`src/rtl/core/kea_pkg.sv`:
```
// kea_pkg: shared types, constants and the pixel blend function for the
// keystone edge antialias block; no dependencies
package kea_pkg;

  localparam int KEA_FRACTION_BITS = 18;
  localparam int KEA_DELTA_W       = 27;
  localparam int KEA_QUEUE_DEPTH   = 2;
  localparam logic [31:0] KEA_BG_PIXEL = 32'hff00_0000;

  typedef struct packed {
    logic        first_line;
    logic [31:0] left_edge_pixel;
    logic [31:0] left_inner_pixel;
    logic [31:0] right_inner_pixel;
    logic [31:0] right_edge_pixel;
  } kea_in_t;

  typedef struct packed {
    logic [31:0] left_out_zero;
    logic [31:0] left_out_one;
    logic [31:0] left_out_two;
    logic [31:0] right_out_zero;
    logic [31:0] right_out_one;
    logic [31:0] right_out_two;
    logic [31:0] right_out_three;
  } kea_out_t;

  // classified line, front to back
  typedef struct packed {
    logic [31:0] left_edge_pixel;
    logic [31:0] left_inner_pixel;
    logic [31:0] right_inner_pixel;
    logic [31:0] right_edge_pixel;
    logic [8:0]  keep_l;
    logic [8:0]  keep_r;
    logic        left_swap;
    logic        right_swap;
  } kea_job_t;

  typedef struct packed {
    logic full;
    logic valid;
  } kea_q_stat_t;

  // scale colours by keep/256 and combine alpha with coverage
  function automatic logic [31:0] kea_blend(input logic [31:0] pix,
                                            input logic [8:0] keep);
    logic [7:0]  a;
    logic [8:0]  a_dec;
    logic [8:0]  inv_a;
    logic [17:0] prod_a;
    logic [16:0] a1;
    logic [8:0]  a1_hi;
    logic [7:0]  a_enc;
    logic [16:0] c0;
    logic [16:0] c1;
    logic [16:0] c2;
    a      = pix[31:24];
    a_dec  = {1'b0, a} + {8'd0, (a != 8'd0)};
    inv_a  = 9'd256 - a_dec;
    prod_a = inv_a * keep;
    a1     = 17'h1_0000 - prod_a[16:0];
    a1_hi  = a1[16:8];
    a_enc  = 8'(a1_hi - {8'd0, (a1_hi != 9'd0)});
    c0     = {9'd0, pix[7:0]}   * {8'd0, keep};
    c1     = {9'd0, pix[15:8]}  * {8'd0, keep};
    c2     = {9'd0, pix[23:16]} * {8'd0, keep};
    return {a_enc, c2[15:8], c1[15:8], c0[15:8]};
  endfunction

endpackage

```
`src/rtl/core/kea_front.sv`:
```
// kea_front: accepts lines, keeps the edge position and works out coverage
// and column placement; uses kea_pkg
module kea_front #(
  parameter int FRACTION_BITS = kea_pkg::KEA_FRACTION_BITS
) (
  input  logic                                   clk,
  input  logic                                   rst_n,
  input  logic                                   in_valid,
  output logic                                   in_stall,
  input  kea_pkg::kea_in_t                       in_data,
  input  logic signed [kea_pkg::KEA_DELTA_W-1:0] edge_delta,
  input  kea_pkg::kea_q_stat_t                   q_stat,
  output logic                                   push,
  output kea_pkg::kea_job_t                      job
);

  logic [FRACTION_BITS-1:0] pos_r;
  logic [FRACTION_BITS-1:0] pos_nxt;
  logic [FRACTION_BITS-1:0] pos_cur;
  logic [FRACTION_BITS-1:0] pos_neg;
  logic [7:0]               beta_l;
  logic [7:0]               frac_r;
  logic                     delta_neg;

  assign in_stall  = q_stat.full;
  assign push      = in_valid && !q_stat.full;
  assign delta_neg = edge_delta[kea_pkg::KEA_DELTA_W-1];

  assign pos_cur = in_data.first_line ? '0 : pos_r;
  assign pos_neg = '0 - pos_cur;
  assign beta_l  = pos_neg[FRACTION_BITS-1 -: 8];
  assign frac_r  = pos_cur[FRACTION_BITS-1 -: 8];
  assign pos_nxt = pos_cur + edge_delta[FRACTION_BITS-1:0];

  always_comb begin
    job.left_edge_pixel   = in_data.left_edge_pixel;
    job.left_inner_pixel  = in_data.left_inner_pixel;
    job.right_inner_pixel = in_data.right_inner_pixel;
    job.right_edge_pixel  = in_data.right_edge_pixel;
    job.keep_l            = 9'd256 - {1'b0, beta_l};
    job.keep_r            = {1'b0, frac_r};
    // left edge moving right with no coverage: shift the blend inward
    job.left_swap         = delta_neg && (beta_l == 8'd0);
    // right edge moving left with minimal coverage: shift the blend inward
    job.right_swap        = delta_neg && (frac_r == 8'hff);
  end

  always_ff @(posedge clk) begin
    if (!rst_n) begin
      pos_r <= '0;
    end else if (push) begin
      pos_r <= pos_nxt;
    end
  end

endmodule

```
`src/rtl/core/kea_queue.sv`:
```
// kea_queue: short register queue between front and back
// uses kea_pkg
module kea_queue #(
  parameter int DEPTH = kea_pkg::KEA_QUEUE_DEPTH
) (
  input  logic                 clk,
  input  logic                 rst_n,
  input  logic                 push,
  input  kea_pkg::kea_job_t    push_job,
  input  logic                 pop,
  output kea_pkg::kea_job_t    pop_job,
  output kea_pkg::kea_q_stat_t stat
);

  localparam int PW = (DEPTH > 1) ? $clog2(DEPTH) : 1;
  localparam int CW = $clog2(DEPTH + 1);

  kea_pkg::kea_job_t slot_r [DEPTH];
  logic [PW-1:0]     wr_ptr_r;
  logic [PW-1:0]     wr_ptr_nxt;
  logic [PW-1:0]     rd_ptr_r;
  logic [PW-1:0]     rd_ptr_nxt;
  logic [CW-1:0]     count_r;
  logic [CW-1:0]     count_nxt;

  assign stat.full  = (count_r == CW'(DEPTH));
  assign stat.valid = (count_r != '0);
  assign pop_job    = slot_r[rd_ptr_r];

  assign wr_ptr_nxt = (wr_ptr_r == PW'(DEPTH - 1)) ? '0 : wr_ptr_r + 1'b1;
  assign rd_ptr_nxt = (rd_ptr_r == PW'(DEPTH - 1)) ? '0 : rd_ptr_r + 1'b1;

  always_comb begin
    count_nxt = count_r;
    if (push && !pop) begin
      count_nxt = count_r + 1'b1;
    end else if (pop && !push) begin
      count_nxt = count_r - 1'b1;
    end
  end

  always_ff @(posedge clk) begin
    if (!rst_n) begin
      wr_ptr_r <= '0;
      rd_ptr_r <= '0;
      count_r  <= '0;
    end else begin
      count_r <= count_nxt;
      if (push) begin
        wr_ptr_r <= wr_ptr_nxt;
      end
      if (pop) begin
        rd_ptr_r <= rd_ptr_nxt;
      end
    end
  end

  always_ff @(posedge clk) begin
    if (push) begin
      slot_r[wr_ptr_r] <= push_job;
    end
  end

endmodule

```
`src/rtl/core/kea_back.sv`:
```
// kea_back: blends both edge pixels and places the seven output columns
// into the output register; uses kea_pkg
module kea_back (
  input  logic                 clk,
  input  logic                 rst_n,
  input  kea_pkg::kea_q_stat_t q_stat,
  input  kea_pkg::kea_job_t    job,
  output logic                 pop,
  output logic                 out_valid,
  input  logic                 out_stall,
  output kea_pkg::kea_out_t    out_data
);

  logic              out_valid_r;
  kea_pkg::kea_out_t out_data_r;
  kea_pkg::kea_out_t res;
  logic [31:0]       pl;
  logic [31:0]       pr;

  assign pop = q_stat.valid && (!out_valid_r || !out_stall);

  assign pl = kea_pkg::kea_blend(job.left_edge_pixel, job.keep_l);
  assign pr = kea_pkg::kea_blend(job.right_edge_pixel, job.keep_r);

  always_comb begin
    res.left_out_zero   = kea_pkg::KEA_BG_PIXEL;
    res.right_out_two   = kea_pkg::KEA_BG_PIXEL;
    res.right_out_three = kea_pkg::KEA_BG_PIXEL;
    if (job.left_swap) begin
      res.left_out_one = kea_pkg::KEA_BG_PIXEL;
      res.left_out_two = pl;
    end else begin
      res.left_out_one = pl;
      res.left_out_two = job.left_inner_pixel;
    end
    if (job.right_swap) begin
      res.right_out_zero = pr;
      res.right_out_one  = kea_pkg::KEA_BG_PIXEL;
    end else begin
      res.right_out_zero = job.right_inner_pixel;
      res.right_out_one  = pr;
    end
  end

  always_ff @(posedge clk) begin
    if (!rst_n) begin
      out_valid_r <= 1'b0;
    end else if (pop) begin
      out_valid_r <= 1'b1;
    end else if (!out_stall) begin
      out_valid_r <= 1'b0;
    end
  end

  always_ff @(posedge clk) begin
    if (pop) begin
      out_data_r <= res;
    end
  end

  assign out_valid = out_valid_r;
  assign out_data  = out_data_r;

endmodule

```
`src/rtl/core/keystone_edge_antialias_unit.sv`:
```
// keystone_edge_antialias_unit: top level of the keystone edge antialias block
// depends on kea_pkg, kea_front, kea_queue and kea_back
//
// channel | direction | handshake          | payload
// --------+-----------+--------------------+-------------------------------
// in_     | input     | in_valid/in_stall  | kea_in_t: first_line, 4 pixels
// out_    | output    | out_valid/out_stall| kea_out_t: 7 output columns
// cfg_    | input     | cfg_valid/cfg_ready| edge_delta, 27 bits signed
//
// one line per cycle sustained while out_stall is low; an accepted line is written
// into the queue and then popped into the output register, which raises out_valid
// the front's only state is the edge position, advanced by a single add per line
// rst_n is synchronous: clears edge position, edge_delta and all valids
// in_stall rises only when the queue is full, i.e. the output has been
// stalled long enough to back up; cfg_ready is always high
module keystone_edge_antialias_unit #(
  parameter int FRACTION_BITS = kea_pkg::KEA_FRACTION_BITS,
  parameter int QUEUE_DEPTH   = kea_pkg::KEA_QUEUE_DEPTH
) (
  input  logic                                   clk,
  input  logic                                   rst_n,
  input  logic                                   in_valid,
  output logic                                   in_stall,
  input  kea_pkg::kea_in_t                       in_data,
  output logic                                   out_valid,
  input  logic                                   out_stall,
  output kea_pkg::kea_out_t                      out_data,
  input  logic                                   cfg_valid,
  output logic                                   cfg_ready,
  input  logic signed [kea_pkg::KEA_DELTA_W-1:0] cfg_data
);

  // per-line right edge step; left edge uses its negation
  logic signed [kea_pkg::KEA_DELTA_W-1:0] edge_delta_r;

  kea_pkg::kea_job_t    push_job;
  kea_pkg::kea_job_t    pop_job;
  kea_pkg::kea_q_stat_t q_stat;
  logic                 push;
  logic                 pop;

  assign cfg_ready = 1'b1;

  always_ff @(posedge clk) begin
    if (!rst_n) begin
      edge_delta_r <= '0;
    end else if (cfg_valid && cfg_ready) begin
      edge_delta_r <= cfg_data;
    end
  end

  // front: edge position, coverage and swap decisions
  kea_front #(
    .FRACTION_BITS(FRACTION_BITS)
  ) u_front (
    .clk       (clk),
    .rst_n     (rst_n),
    .in_valid  (in_valid),
    .in_stall  (in_stall),
    .in_data   (in_data),
    .edge_delta(edge_delta_r),
    .q_stat    (q_stat),
    .push      (push),
    .job       (push_job)
  );

  // decouples the front from output stalls
  kea_queue #(
    .DEPTH(QUEUE_DEPTH)
  ) u_queue (
    .clk     (clk),
    .rst_n   (rst_n),
    .push    (push),
    .push_job(push_job),
    .pop     (pop),
    .pop_job (pop_job),
    .stat    (q_stat)
  );

  // back: blend multipliers and output register
  kea_back u_back (
    .clk      (clk),
    .rst_n    (rst_n),
    .q_stat   (q_stat),
    .job      (pop_job),
    .pop      (pop),
    .out_valid(out_valid),
    .out_stall(out_stall),
    .out_data (out_data)
  );

  // background columns are constant on every delivered item
  a_bg_cols : assert property (@(posedge clk) disable iff (!rst_n)
    out_valid |-> (out_data.left_out_zero == kea_pkg::KEA_BG_PIXEL) &&
                  (out_data.right_out_two == kea_pkg::KEA_BG_PIXEL) &&
                  (out_data.right_out_three == kea_pkg::KEA_BG_PIXEL))
    else $error("background column corrupted");

  // an item accepted while the queue is empty always lands in the queue
  a_land : assert property (@(posedge clk) disable iff (!rst_n)
    (in_valid && !in_stall && !q_stat.valid) |=> q_stat.valid)
    else $error("accepted item lost before queue");

  // output drains when taken and nothing is queued
  a_drain : assert property (@(posedge clk) disable iff (!rst_n)
    (out_valid && !out_stall && !q_stat.valid) |=> !out_valid)
    else $error("output repeated without a queued item");

endmodule
```
`config.mk`:
```
export PLATFORM = sky130hd
export DESIGN_NAME = keystone_edge_antialias_unit
export DESIGN_NICKNAME = d
export VERILOG_FILES = /design/src/rtl/core/kea_pkg.sv /design/src/rtl/core/kea_front.sv /design/src/rtl/core/kea_queue.sv /design/src/rtl/core/kea_back.sv /design/src/rtl/core/keystone_edge_antialias_unit.sv
export SDC_FILE = /design/constraint.sdc
export NUM_CORES = 2
export LEC_CHECK = 0
export BUFFER_PORTS_ARGS = -buffer_cell sky130_fd_sc_hd__buf_2
export CAP_MARGIN = 40
export CORE_UTILIZATION = 61
export DETAILED_ROUTE_END_ITERATION = 16
export PLACE_DENSITY_LB_ADDON = 0.2
export SYNTH_ARGS = -nofsm -noshare
export SYNTH_HDL_FRONTEND = slang
export SYNTH_HIERARCHICAL = 1
export SYNTH_SLANG_ARGS = --single-unit
```
`constraint.sdc`:
```
create_clock -name clk -period 17.4 [get_ports clk]
set_input_delay 3.48 -clock clk [delete_from_list [all_inputs] [get_ports clk]]
set_output_delay 3.48 -clock clk [all_outputs]
set_load 0.01 [all_outputs]
```
==> reports/results.txt <==
Status: finished clean
Hold Buf Count CTS: 0
Fin util: 65.5%
Synth Area per Inst: 11.2 sq um
Minimum clock period after layout: 10.12 ns
Warnings, synthesis: 6
Cells after Synth: 3483
Critical Path Most Common Cell: ha_1
Post-route setup TNS: 0 ns
Chip width: 255 microns
First drt pass iteration count: 5
Mapped cell area: 39000 sq um
Initial antenna violation count: 12
Post-CTS repair timing setup buffer count: 0
Via count: 24.5k
Core area: 63100 sq um
CTS max path bufs: 3
Worst hold slack: 0.515 ns
Placed inst area: 39700 sq um
Input/output buffers: 282
Slowest CP cell: dfxtp_4
Worst-Skew Late Latency: 0.61 ns
Vias in the first global route: 26.1k
Num ports: 388
# resized after CTS: 0
Chip height: 255 microns
Clock transition at path regs: 0.06 ns
Startpoint types: flip-flop
DRT iter0 DRCs: 1425
Site row count: 92
Top delay family on crit path: adder cells
First-pass GRT wire length: 130000 microns
CTS tree: done
Placer Congestion: 0.881
Area growth syn-to-layout: 5.92%
Max Clock Skew: 0.0362 ns
Worst slew pin tran: 0.983 ns
Hold Crit Class: flip-flop to flip-flop
H-tree depth reported by CTS: 2
Final setup violation count: 0
Clk sinks: 467
Routed WL per cell: 18.3 microns
Finished Cell Area: 41300 sq um
CP max stage delay: 0.66 ns
Initial Util: 61.8%
Vias/cell: 5.48
Gr ovfl total: 0
Hpwl dp: 57900 microns
Fin. max-slew vios: 0
Largest net degree at the start of global routing: 149
Fillcell total: 4914
GRT Total Usage: 25.3%
Antenna viol nets, final: 0
Crit. End Element: flip-flop
Worst path arrival time: 10.45 ns
Die ar.: 64900 sq um
RSZ-0062 raised after global routing: false
Clock root cell: clkbuf_16
Total Wirelength: 81600 microns
Fraction of layout cells with a size suffix above 1: 16.6%
Residual DRC: 0
CTS Buf Count: 52
NumNets Final: 4404
Worst EP required: 17.73 ns
Final worst-path cycle share: 58.1%
Max Clk Rate: 98.8 MHz
Critical path buffers and inverters: 4
Critical path class: flip-flop to flip-flop
Maximum net fanout on the critical path: 117
Max_cap viols: 0
Final hold vios: 0
Max-slew headroom: 34.5%
-- stage by stage --
step | std cells | setup slack, ns
6_report | 4465 | 7.28
2_1_floorplan | 3577 | 3.01
3_5_place_dp | 4364 | 7.39
4_1_cts | 4458 | 7.33
3_3_place_gp | 4362 | 7.65
5_1_grt | 4463 | 6.75
-- worst paths after layout --
| check | slack [ns] | end | depth (start not counted) | start |
|---|---|---|---|---|
| worst min register to register | 0.52 | u_front/pos_r[0] | 2 | u_front/pos_r[0] |
| worst min-delay path | 0.52 | u_front/pos_r[0] | 2 | u_front/pos_r[0] |
| worst max register to register | 7.28 | u_back/out_data[156] | 35 | flip-flop |
| worst max-delay path | 7.28 | u_back/out_data[156] | 35 | flip-flop |
-- registers in the layout, summed over array words and instances, names as in the netlist, named ones only --
signal            cells
u_queue/count_r       2
u_queue/slot_r      296
u_queue/rd_ptr_r      1
u_back/out_valid      1
edge_delta_r         19
u_back/out_data     128
u_queue/wr_ptr_r      1
u_front/pos_r        18
-- per-layer routing --
metal | part of all wire (%) | up-vias | GRT usage (%)
li1 | - | 11400 | -
met1 | 43 | 12300 | 32.8
met2 | 50 | 648 | 44.0
met3 | 5.2 | 119 | 4.29
met4 | 1.8 | 14 | 6.57
met5 | 0.11 | - | 0
-- worst reg2reg max path: cells and delay by family (launching register included) --
kind / cells / cell delay, ns
AOI/OAI and AO/OA: 10 / 2.00
adders and majority gates: 12 / 3.77
and+or+nand+nor: 4 / 0.81
xor gates and xnor gates: 2 / 0.82
buffers and inverters: 4 / 0.81
muxes: 3 / 0.97
DFF: 1 / 0.66
-- cell usage in the layout, fill, tap and decap left out, types with 54 or more instances in the layout --
cell / instances
buf_2: 282
mux2_2: 195
ha_1: 337
a21oi_1: 57
conb_1: 98
edfxtp_1: 424
nand2_1: 310
and2_1: 319
nor2b_1: 98
fa_1: 334
inv_1: 413
nor2_1: 77
clkbuf_16: 54
xnor2_1: 79
-- layout make-up --
| type | count | area (sq um) | share of cell area [%] |
|---|---|---|---|
| Clock buffer | 68 | 1410 | 3.42 |
| Timing Repair Buffer | 297 | 1590 | 3.85 |
| Clock inverter | 26 | 193 | 0.467 |
| Multi-Input combinational cell | 2341 | 21900 | 53.0 |
| Sequential cell | 467 | 13600 | 32.9 |
| Tap cell | 846 | 1060 | 2.56 |
| Inverter | 413 | 1550 | 3.75 |
| Antenna cell | 7 | 17.5 | 0.0424 |
Power is left out: the tool's default activity adds up to more than one toggle a clock period on the data nets, which glitch-free logic cannot reach.
